==> src/rtl/core/swm_pkg.sv <==
package swm_pkg;

    localparam int DEF_MAX_WINDOW  = 16;
    localparam int DEF_SAMPLE_BITS = 16;

    // Width and reset value of the window length register.
    localparam int            CFG_W     = 5;
    localparam logic [CFG_W-1:0] RESET_LEN = 5'd16;

    typedef enum logic [1:0] {
        ST_IDLE,
        ST_RUN,
        ST_DONE
    } t_swm_state;

endpackage

==> src/rtl/core/swm_sample_if.sv <==
interface swm_sample_if #(
    parameter int W = 16
);
    logic                valid;
    logic                ready;
    logic signed [W-1:0] sample;

    modport source (output valid, output sample, input ready);
    modport sink   (input valid, input sample, output ready);
endinterface

==> src/rtl/core/swm_median_if.sv <==
interface swm_median_if #(
    parameter int W = 16
);
    logic                valid;
    logic                ready;
    logic signed [W-1:0] median;

    modport source (output valid, output median, input ready);
    modport sink   (input valid, input median, output ready);
endinterface

==> src/rtl/core/sliding_window_median.sv <==
// Sliding-window median filter. Each accepted sample transaction overwrites the
// oldest slot of a ring of window_length samples (written through i_cfg_we and
// i_cfg_wdata; the user must write it only while the block is idle, which the
// block does not enforce; 0 acts as 1 and values above MAX_WINDOW act as
// MAX_WINDOW) and yields one median transaction: the element of rank
// floor(length/2) in ascending order, i.e. the upper median for even lengths.
// The ring resets to zeros, so the first results include those zeros. The
// median is found by bit-serial radix selection: every window slot is a
// rotating shift register, and each cycle one bit of all slots is examined,
// from the most significant down, narrowing the candidate set and producing
// one result bit. The sample is written at the accepting edge itself; the
// result bits are gathered in the selection state and copied into the result
// register in the hand-off state. The input is ready again right after the
// hand-off, so no new sample is taken before the previous one is through.
// The hand-off waits while an earlier median has not yet been taken by its
// consumer. The result sits in an output register, so a new sample is taken
// while the previous median still waits for its consumer.
module sliding_window_median #(
    parameter int MAX_WINDOW  = swm_pkg::DEF_MAX_WINDOW,
    parameter int SAMPLE_BITS = swm_pkg::DEF_SAMPLE_BITS
) (
    input  logic                      i_clk,
    input  logic                      i_rst_n,
    input  logic                      i_cfg_we,
    input  logic [swm_pkg::CFG_W-1:0] i_cfg_wdata,
    swm_sample_if.sink                i_smp,
    swm_median_if.source              o_med
);
    import swm_pkg::*;

    // Length values reach MAX_WINDOW; comparisons against the 5-bit register
    // are done at the wider of the two widths.
    localparam int LEN_W = $clog2(MAX_WINDOW + 1);
    localparam int CMP_W = (LEN_W > CFG_W) ? LEN_W : CFG_W;
    localparam int PTR_W = (MAX_WINDOW > 1) ? $clog2(MAX_WINDOW) : 1;
    localparam int CNT_W = $clog2(SAMPLE_BITS);

    t_swm_state r_state, n_state;

    logic [CFG_W-1:0]       r_len_cfg;
    logic [PTR_W-1:0]       r_ptr;
    logic [SAMPLE_BITS-1:0] r_win [MAX_WINDOW];
    logic [MAX_WINDOW-1:0]  r_cand;
    logic [LEN_W-1:0]       r_rank;
    logic [CNT_W-1:0]       r_cnt;
    logic [SAMPLE_BITS-1:0] r_res;
    logic                   r_oval;
    logic [SAMPLE_BITS-1:0] r_med;

    logic [LEN_W-1:0]      len_eff;
    logic [CMP_W-1:0]      len_ext;
    logic [PTR_W-1:0]      slot;
    logic [PTR_W-1:0]      ptr_next;
    logic [MAX_WINDOW-1:0] top_bits;
    logic [MAX_WINDOW-1:0] zero_cand;
    logic [LEN_W-1:0]      zeros;
    logic                  pick_zero;
    logic                  res_bit;
    logic                  in_take;
    logic                  out_load;
    logic                  last_bit;

    // Effective window length: zero acts as one, large values saturate.
    always_comb begin
        len_ext = CMP_W'(r_len_cfg);
        if (len_ext == '0) begin
            len_eff = LEN_W'(1);
        end else if (len_ext > CMP_W'(MAX_WINDOW)) begin
            len_eff = LEN_W'(MAX_WINDOW);
        end else begin
            len_eff = LEN_W'(r_len_cfg);
        end
    end

    // Slot to overwrite and the pointer after it, both wrapped to the length.
    always_comb begin
        if (LEN_W'(r_ptr) >= len_eff) begin
            slot = '0;
        end else begin
            slot = r_ptr;
        end
        if (LEN_W'(slot) + LEN_W'(1) >= len_eff) begin
            ptr_next = '0;
        end else begin
            ptr_next = slot + PTR_W'(1);
        end
    end

    // One selection step: count candidates whose current bit is zero. On the
    // sign bit the sense is inverted so that signed order is kept.
    always_comb begin
        zeros = '0;
        for (int i = 0; i < MAX_WINDOW; i++) begin
            top_bits[i] = r_win[i][SAMPLE_BITS-1] ^ (r_cnt == '0);
        end
        zero_cand = r_cand & ~top_bits;
        for (int i = 0; i < MAX_WINDOW; i++) begin
            zeros = zeros + LEN_W'(zero_cand[i]);
        end
        pick_zero = (zeros > r_rank);
        res_bit   = (~pick_zero) ^ (r_cnt == '0);
        last_bit  = (r_cnt == CNT_W'(SAMPLE_BITS - 1));
    end

    // Next state.
    always_comb begin
        n_state = r_state;
        case (r_state)
            ST_IDLE: begin
                if (i_smp.valid) begin
                    n_state = ST_RUN;
                end
            end
            ST_RUN: begin
                if (last_bit) begin
                    n_state = ST_DONE;
                end
            end
            ST_DONE: begin
                if (!r_oval || o_med.ready) begin
                    n_state = ST_IDLE;
                end
            end
            default: begin
                n_state = ST_IDLE;
            end
        endcase
    end

    // State outputs.
    always_comb begin
        in_take  = 1'b0;
        out_load = 1'b0;
        case (r_state)
            ST_IDLE: begin
                in_take = i_smp.valid;
            end
            ST_DONE: begin
                out_load = !r_oval || o_med.ready;
            end
            default: begin
            end
        endcase
    end

    assign i_smp.ready  = (r_state == ST_IDLE);
    assign o_med.valid  = r_oval;
    assign o_med.median = r_med;

    always_ff @(posedge i_clk) begin
        if (!i_rst_n) begin
            r_state   <= ST_IDLE;
            r_len_cfg <= RESET_LEN;
            r_ptr     <= '0;
            r_oval    <= 1'b0;
            r_cnt     <= '0;
            for (int i = 0; i < MAX_WINDOW; i++) begin
                r_win[i] <= '0;
            end
        end else begin
            r_state <= n_state;
            if (i_cfg_we) begin
                r_len_cfg <= i_cfg_wdata;
            end
            if (out_load) begin
                r_oval <= 1'b1;
            end else if (o_med.ready) begin
                r_oval <= 1'b0;
            end
            if (in_take) begin
                r_win[slot] <= i_smp.sample;
                r_ptr       <= ptr_next;
                r_cnt       <= '0;
            end else if (r_state == ST_RUN) begin
                // Rotate every slot; after SAMPLE_BITS steps each is back in place.
                for (int i = 0; i < MAX_WINDOW; i++) begin
                    r_win[i] <= {r_win[i][SAMPLE_BITS-2:0], r_win[i][SAMPLE_BITS-1]};
                end
                r_cnt <= last_bit ? '0 : r_cnt + CNT_W'(1);
            end
        end
    end

    // Selection datapath, no reset needed.
    always_ff @(posedge i_clk) begin
        if (in_take) begin
            for (int i = 0; i < MAX_WINDOW; i++) begin
                r_cand[i] <= (LEN_W'(i) < len_eff);
            end
            r_rank <= len_eff >> 1;
        end else if (r_state == ST_RUN) begin
            if (pick_zero) begin
                r_cand <= zero_cand;
            end else begin
                r_cand <= r_cand & top_bits;
                r_rank <= r_rank - zeros;
            end
            r_res <= {r_res[SAMPLE_BITS-2:0], res_bit};
        end
        if (out_load) begin
            r_med <= r_res;
        end
    end

endmodule
==> src/flat_wrapper.sv <==
// flat-port wrapper written by rule: the top's interface ports become plain ports
module sliding_window_median_flat import swm_pkg::*;
#(
    parameter int MAX_WINDOW  = swm_pkg::DEF_MAX_WINDOW,
    parameter int SAMPLE_BITS = swm_pkg::DEF_SAMPLE_BITS
)
  (i_clk, i_rst_n, i_cfg_we, i_cfg_wdata, i_smp_valid, i_smp_sample, i_smp_ready, o_med_valid, o_med_median, o_med_ready);
  swm_sample_if i_smp_i ();
  swm_median_if o_med_i ();
  input  logic i_clk;
  input  logic i_rst_n;
  input  logic i_cfg_we;
  input  logic [swm_pkg::CFG_W-1:0] i_cfg_wdata;
  input wire logic [$bits(i_smp_i.valid)-1:0] i_smp_valid;
  input wire logic [$bits(i_smp_i.sample)-1:0] i_smp_sample;
  output wire logic [$bits(i_smp_i.ready)-1:0] i_smp_ready;
  output wire logic [$bits(o_med_i.valid)-1:0] o_med_valid;
  output wire logic [$bits(o_med_i.median)-1:0] o_med_median;
  input wire logic [$bits(o_med_i.ready)-1:0] o_med_ready;
  assign i_smp_i.valid = i_smp_valid;
  assign i_smp_i.sample = i_smp_sample;
  assign i_smp_ready = i_smp_i.ready;
  assign o_med_valid = o_med_i.valid;
  assign o_med_median = o_med_i.median;
  assign o_med_i.ready = o_med_ready;
  sliding_window_median #(.MAX_WINDOW(MAX_WINDOW), .SAMPLE_BITS(SAMPLE_BITS)) u_core (.i_clk(i_clk), .i_rst_n(i_rst_n), .i_cfg_we(i_cfg_we), .i_cfg_wdata(i_cfg_wdata), .i_smp(i_smp_i), .o_med(o_med_i));
endmodule
==> config.mk <==
export PLATFORM = sky130hd
export DESIGN_NAME = sliding_window_median_flat
export DESIGN_NICKNAME = d
export VERILOG_FILES = /design/src/rtl/core/swm_pkg.sv /design/src/rtl/core/swm_sample_if.sv /design/src/rtl/core/swm_median_if.sv /design/src/rtl/core/sliding_window_median.sv /design/src/flat_wrapper.sv
export SDC_FILE = /design/constraint.sdc
export NUM_CORES = 1
export LEC_CHECK = 0
export ABC_AREA = 1
export BUFFER_PORTS_ARGS = -buffer_cell sky130_fd_sc_hd__buf_2
export CORE_ASPECT_RATIO = 1.1
export CORE_MARGIN = 1.5
export CORE_UTILIZATION = 60
export CTS_BUF_LIST = sky130_fd_sc_hd__clkbuf_2 sky130_fd_sc_hd__clkbuf_4 sky130_fd_sc_hd__clkbuf_8
export DETAILED_ROUTE_END_ITERATION = 12
export PLACE_DENSITY = 0.77
export RECOVER_POWER = 50
export SYNTH_ARGS = -nofsm -noshare
export SYNTH_HDL_FRONTEND = slang
export SYNTH_SLANG_ARGS = --single-unit
==> constraint.sdc <==
create_clock -name i_clk -period 7.2 [get_ports i_clk]
set_input_delay 0 -clock i_clk [delete_from_list [all_inputs] [get_ports i_clk]]
set_output_delay 0 -clock i_clk [all_outputs]
set_load 0.01 [all_outputs]
==> results by group, run 1 <==
Floorplan
  – Die ar.: 26100 um^2
  – Die Y: 169 um
  – Core area: 24600 um^2
  – Starting density of the core: 0.613
  – Row count: 60
  – Chip Width: 154 um
  – # IOs: 44

Timing
  – Unrepaired setup endpoints after global routing: false
  – Setup TNS: 0 ns
  – Setup violators final: 0
  – Worst Skew: 0.0236 ns
  – Slew Limit Fails: 172
  – Max Fclk: 158 MHz
  – Fin crit share: 0.878
  – Hold Slack: 0.170 ns
  – Fin crit period: 6.32 ns
  – Relative slew slack: -2.19
  – Slew of the pin with the lowest slew margin: 4.79 ns
  – Final hold violation count: 0

Yosys
  – Ys flop type: edfxtp_1
  – Post-synth cell types: 44
  – Post-synth design cell area: 15100 um^2
  – Sequential share of the synthesized area: 0.635
  – Synth Register Bits: 325
  – FFs w/ async S/R, synth: 0
  – Post-Syn Instances: 1333
  – Yosys Warn Count: 0
  – Number of synthesized flops with an enable pin: 308
  – Syn Nets: 1395
  – Mapped Avg Cell Area: 11.3 um^2

Detailed routing
  – DRC Markers: 0
  – WL per Instance: 18.7 um
  – Remaining antenna violation count after routing: 0
  – Vias: 10100
  – Vias per cell: 5.88
  – Pre-antenna DRT Iters: 5
  – DRT iter0 DRCs: 927
  – Overall routed net length: 31900 um

Global routing
  – Largest net degree at the start of global routing: 110
  – GRT met3 Usage: 0.0421
  – Gr usage total: 0.253
  – GR Layer Usage met2: 0.403
  – Initial antenna violation count: 0
  – First-pass GRT wire length: 51800 um
  – GR Util met1: 0.360
  – Vias in the first global route: 9692
  – Overflow after GRT: 0
  – GRT busiest layer: met2

Clock network
  – Clock-pin slew on the worst setup and hold paths: 0.07 ns
  – Resize count post-CTS: 0
  – Worst-Skew Late Latency: 0.59 ns
  – TritonCTS clock tree: built
  – CTS root buf: clkbuf_8
  – # Post-CTS Setup Buffers: 0
  – Num CTS Buffers: 50
  – # clock sinks: 325
  – Clk buf depth: 3
  – H-tree Lvls: 2
  – CTS Hold Buffers Added: 16

Run status
  – Outcome: complete, but fails checks
  – Violated checks: capacitance limit, slew limit

Critical path
  – Startpoint types: flop
  – CP bufs+invs: 7
  – Critical-path cell with the highest stage delay: fa_1
  – Delay-heaviest family, CP: adder cells
  – WP data required: 7.46 ns
  – Crit path kind: reg -> reg
  – Critical path fanouts, max: 22
  – Crit-path most repeated cell: fa_1
  – Slowest stage delay, CP: 0.56 ns
  – Critical Path Sink Type: flop
  – Critical Path AT: 6.58 ns

Power
  – Power, Total: 0.00531 W
  – Clock share of power: 0.292
  – Pleak: 6.10 nW
  – Internal power: 0.00369 W
  – VDD IR max: 0.398 mV
  – Pwr dens: 327 nW/um^2
  – Net Sw Frac: 0.305
  – Register share of total power: 0.463
  – Combinational share of power: 0.245
  – Switch Pwr: 0.00162 W

Final layout
  – Layout cell share with drive strength beyond 1: 0.117
  – Antenna diodes: 0
  – Fin area: 16200 um^2
  – Commonest cells after routing, fill and taps aside: edfxtp_1, nand2_1, o21ai_0
  – Commonest non-fill, non-tap cell in the layout: edfxtp_1
  – Final nets: 1431
  – Area Growth Syn to Fin: 7.52%
  – Final core occ: 0.660

Placed design
  – GPL Wtd Cong: 0.858
  – Hpwl dp: 18900 um
  – # port buffers: 43
  – Cell Area, Placed: 15200 um^2

Min path
  – Class of the worst hold path: in -> reg

Run
  – Max-Cap Viols: 3
## kinds of logic (layout without fill, tap and decap cells)
group,count (synthesis),count (layout),share of synthesized area
AO/OA/AOI/OAI,315,315,0.113
XOR/XNOR,33,33,0.0191
adder cells (fa/ha/maj),36,36,0.0353
buffers and inverters,186,254,0.0626
flip-flops,325,325,0.635
AND/OR/NAND/NOR,438,438,0.135
## final timing paths
check | start | slack (ns) | end | cells after the start
setup reg to reg | u_core.r_cnt[0]$_SDFFE_PP0P_ | 0.88 | u_core.r_rank[0]$_DFFE_PP_ | 25
hold / removal | i_smp_sample[1] | 0.17 | u_core.r_win[10][1]$_DFFE_PP_ | 3
hold reg to reg | u_core.r_res[15]$_DFFE_PP_ | 0.43 | u_core.o_med.median[15]$_DFFE_PP_ | 0
setup / recovery | u_core.r_cnt[0]$_SDFFE_PP0P_ | 0.88 | u_core.r_rank[0]$_DFFE_PP_ | 25
## state kept, by name, indices dropped and copies added (netlist names), 2 cells and up
| register | cells |
|---|---|
| u_core.len_ext | 5 |
| u_core.r_cnt | 4 |
| u_core.o_med.median | 16 |
| u_core.r_rank | 5 |
| u_core.r_cand | 16 |
| u_core.r_ptr | 4 |
| u_core.r_win | 256 |
| u_core.r_res | 16 |
| u_core.r_state | 2 |
## worst reg2reg max path: cells and delay by family (launching register included)
| kind | cells | cell delay (ns) |
|---|---|---|
| AO/OA/AOI/OAI | 1 | 0.20 |
| XOR/XNOR | 1 | 0.24 |
| adder cells (fa/ha/maj) | 8 | 3.27 |
| buffers and inverters | 7 | 0.90 |
| flip-flops | 1 | 0.36 |
| AND/OR/NAND/NOR | 8 | 1.03 |
## power by group through the flow
| stage | Clock, W | Sequential, W | Combinational (W) |
|---|---|---|---|
| CTS | 0.00157 | 0.00246 | 0.00132 |
| global route | 0.00165 | 0.00248 | 0.00148 |
| detailed placement | 0 | 0.00250 | 0.00130 |
| finish | 0.00155 | 0.00246 | 0.00130 |
| global placement | 0 | 0.00249 | 0.00123 |
| floorplan | 0 | 0.00246 | 0.000985 |
## synthesized netlist by cell type (2+ instances only)
library cell | number | area share
buf_4 | 20 | 0.0099
clkbuf_1 | 11 | 0.0027
nand3_2 | 9 | 0.0060
inv_2 | 4 | 0.00099
nand2_2 | 9 | 0.0037
a21oi_1 | 18 | 0.0060
nand2_1 | 255 | 0.063
o22ai_1 | 5 | 0.0021
nor2_1 | 42 | 0.010
o21ai_1 | 198 | 0.066
nand3_1 | 100 | 0.033
inv_1 | 101 | 0.025
dlygate4sd1_1 | 7 | 0.0041
nor3_1 | 3 | 0.00099
a31oi_1 | 2 | 0.00083
buf_1 | 8 | 0.0020
xor2_1 | 17 | 0.0099
edfxtp_1 | 308 | 0.61
fa_1 | 11 | 0.015
o21a_1 | 2 | 0.00099
nor2_4 | 5 | 0.0037
dfxtp_1 | 17 | 0.023
xnor2_1 | 16 | 0.0093
nand2_4 | 3 | 0.0022
o21ai_0 | 57 | 0.019
ha_1 | 25 | 0.021
o21ai_2 | 25 | 0.014
buf_6 | 13 | 0.0097
nand3_4 | 7 | 0.0081
buf_2 | 19 | 0.0063
o21bai_1 | 3 | 0.0015
## final cells by class
class | count | area [um^2]
clock inverter | 21 | 179
fill | 1864 | 8380
timing repair buffer | 64 | 385
clock buffer | 63 | 805
multi-input combinational | 822 | 4500
sequential | 325 | 9590
tap | 310 | 388
inverter | 106 | 400
## through the flow
step,std cells,worst slack (ns)
final,1711,0.879
after global routing,1711,0.266
after CTS,1711,0.887
after detailed placement,1611,0.930
after global placement,1611,1.17
after floorplan,1333,1.18
## metal layers
layer  wire length (um)  share of wire
met1              13700           0.43
met2              15000           0.47
met3               2440          0.076
met4                811          0.025
met5                  0              0
No activity file was read; power rests on OpenSTA's default activity.
==> run 2: changes to the inputs <==
Settings changed: BUFFER_PORTS_ARGS -buffer_cell sky130_fd_sc_hd__buf_2 to default, CORE_UTILIZATION 60 to 50, DONT_BUFFER_PORTS from default to 1, PLACE_DENSITY 0.77 to default.
==> run 2 against run 1 <==
  * Register-to-register slack got worse by 0.14 ns
  * Die area increased by 20%
  * Final cell count grew 1.9%
  * Clock power increased by 3%
  * Sequential share of layout area rose by 0.31 points
  * Utilization fell by 11 points
  * Fmax is 2.2% lower
  * Largest power group unchanged
  * Sequential power about the same
  * The flow still finishes with violations (capacitance limit, slew limit)
  * Power up 0.14%
  * Design area fell by 0.52%
==> results by group, run 2 (synthesis results as in run 1) <==
Critical path
  – Critical path fanouts, max: 15
  – Critical Path Sink Type: flop
  – Startpoint types: flop
  – Critical Path AT: 6.80 ns
  – Crit path kind: reg -> reg
  – WP data required: 7.53 ns
  – RR Endpoint: u_core.r_cand[8]$_DFFE_PP_
  – Register-to-register setup slack: 0.74 ns
  – Reg2Reg Depth: 25
  – R2r startpoint: u_core.r_cnt[0]$_SDFFE_PP0P_

Timing
  – Max Fclk: 155 MHz
  – Relative slew slack: -0.294
  – Setup violators final: 0
  – Unrepaired setup endpoints after global routing: false
  – Fin crit share: 0.898
  – Final hold violation count: 0
  – Fin crit period: 6.46 ns
  – Setup TNS: 0 ns
  – Worst Skew: 0.0213 ns
  – Slew of the pin with the lowest slew margin: 1.93 ns
  – Slew Limit Fails: 17
  – Setup ws final: 0.737 ns

Final layout
  – Commonest non-fill, non-tap cell in the layout: edfxtp_1
  – Max reg flops: 256
  – Largest Register: u_core.r_win
  – Antenna diodes: 0
  – Post-route insts no fill: 1744
  – Area Growth Syn to Fin: 6.97%
  – Commonest cells after routing, fill and taps aside: edfxtp_1, nand2_1, o21ai_0
  – Final nets: 1391
  – Layout cell share with drive strength beyond 1: 0.104
  – Filler instances: 2573
  – Fin area: 16200 um^2

Detailed routing
  – Remaining antenna violation count after routing: 0
  – Pre-antenna DRT Iters: 5
  – DRC Markers: 0
  – Vias: 9779
  – DRT iter0 DRCs: 866
  – WL per Instance: 19.5 um
  – Overall routed net length: 34000 um
  – Vias per cell: 5.61

Global routing
  – First-pass GRT wire length: 53200 um
  – Gr usage total: 0.223
  – Initial antenna violation count: 0
  – Vias in the first global route: 9287
  – Overflow after GRT: 0
  – Largest net degree at the start of global routing: 105

Placed design
  – GPL Wtd Cong: 0.820
  – Placed Instances: 1633
  – Post-placement worst setup slack: 0.783 ns
  – # port buffers: 0
  – Cell Area, Placed: 15100 um^2
  – Hpwl dp: 19600 um

Floorplan
  – Starting density of the core: 0.510
  – Core area: 29600 um^2
  – Die ar.: 31300 um^2
  – Chip Width: 169 um
  – # IOs: 44
  – Die Y: 185 um
  – Row count: 66

Clock network
  – CTS root buf: clkbuf_8
  – # Post-CTS Setup Buffers: 0
  – TritonCTS clock tree: built
  – Clk buf depth: 3
  – Num CTS Buffers: 53
  – Worst-Skew Late Latency: 0.60 ns
  – Resize count post-CTS: 0
  – # clock sinks: 325
  – H-tree Lvls: 2
  – CTS Hold Buffers Added: 15
  – Clock-pin slew on the worst setup and hold paths: 0.07 ns

Min path
  – Hold depth: 2
  – Worst hold path startpoint: i_smp_sample[0]
  – Class of the worst hold path: in -> reg
  – Hold endpoint: u_core.r_win[14][0]$_DFFE_PP_

Run
  – Max-Cap Viols: 1

Run status
  – Outcome: complete, but fails checks
  – Violated checks: capacitance limit, slew limit

Power
  – Power, Total: 0.00532 W
  – Pwr dens: 329 nW/um^2
  – VDD IR max: 0.210 mV
  – Pleak: 6.01 nW
-- run 2: metrics by stage --
stage / hold WS, ns / util
after floorplan: 0.100 / -
after global placement: 0.106 / 0.509
after detailed placement: 0.124 / 0.509
after CTS: 0.0637 / 0.550
after global routing: 0.0856 / 0.545
final: 0.0887 / 0.545
-- run 2: worst max-delay path: stages (launching register included) --
cell     delay (ns)
dfxtp_1        0.37
inv_1          0.09
ha_1           0.20
nand2_1        0.31
xnor2_1        0.21
nor2_1         0.09
ha_1           0.29
inv_1          0.05
fa_1           0.51
fa_1           0.52
fa_1           0.54
inv_1          0.05
fa_1           0.56
fa_1           0.20
inv_1          0.06
fa_1           0.39
o21ai_0        0.17
nand2_1        0.07
ha_1           0.33
nand2_1        0.07
inv_1          0.08
nand4_1        0.10
nand3_1        0.34
buf_4          0.33
xor2_1         0.20
o21ai_0        0.10
-- run 2: layout make-up --
class                   instances  area, um^2  share of cell area
clock inverters                20         126             0.00782
repair buffers                 21         209              0.0129
clock buffers                  76         915              0.0566
inverters                     106         400              0.0248
flip-flops and latches        325        9590               0.593
multi-input cells             822        4450               0.275
well taps                     374         468              0.0290
-- run 2: worst max path at each step --
stage,from,to,slack (ns),cells after the start
CTS,u_core.r_cnt[0]$_SDFFE_PP0P_,u_core.r_cand[8]$_DFFE_PP_,0.72,25
finish,u_core.r_cnt[0]$_SDFFE_PP0P_,u_core.r_cand[8]$_DFFE_PP_,0.74,25
detailed placement,u_core.r_cnt[0]$_SDFFE_PP0P_,u_core.r_cand[12]$_DFFE_PP_,0.78,27
global placement,u_core.r_cnt[0]$_SDFFE_PP0P_,u_core.r_cand[15]$_DFFE_PP_,0.92,27
global route,u_core.r_cnt[0]$_SDFFE_PP0P_,u_core.r_cand[8]$_DFFE_PP_,0.27,25
floorplan,u_core.r_cnt[0]$_SDFFE_PP0P_,u_core.r_cand[6]$_DFFE_PP_,1.18,26
-- run 2: per-layer routing --
layer	GRT usage	vias to the layer above	wire length, um
li1	-	4661	-
met1	0.314	4782	15600
met2	0.357	274	15800
met3	0.0363	62	1820
met4	0.0654	0	771
met5	0	-	0
-- run 2: power breakdown --
part / internal, W / switching, W / total, W / leakage, nW
Clock: 0.000855 / 0.000742 / 0.00160 / 0.562
Combinational: 0.000465 / 0.000797 / 0.00126 / 2.09
Sequential: 0.00238 / 0.0000875 / 0.00246 / 3.35
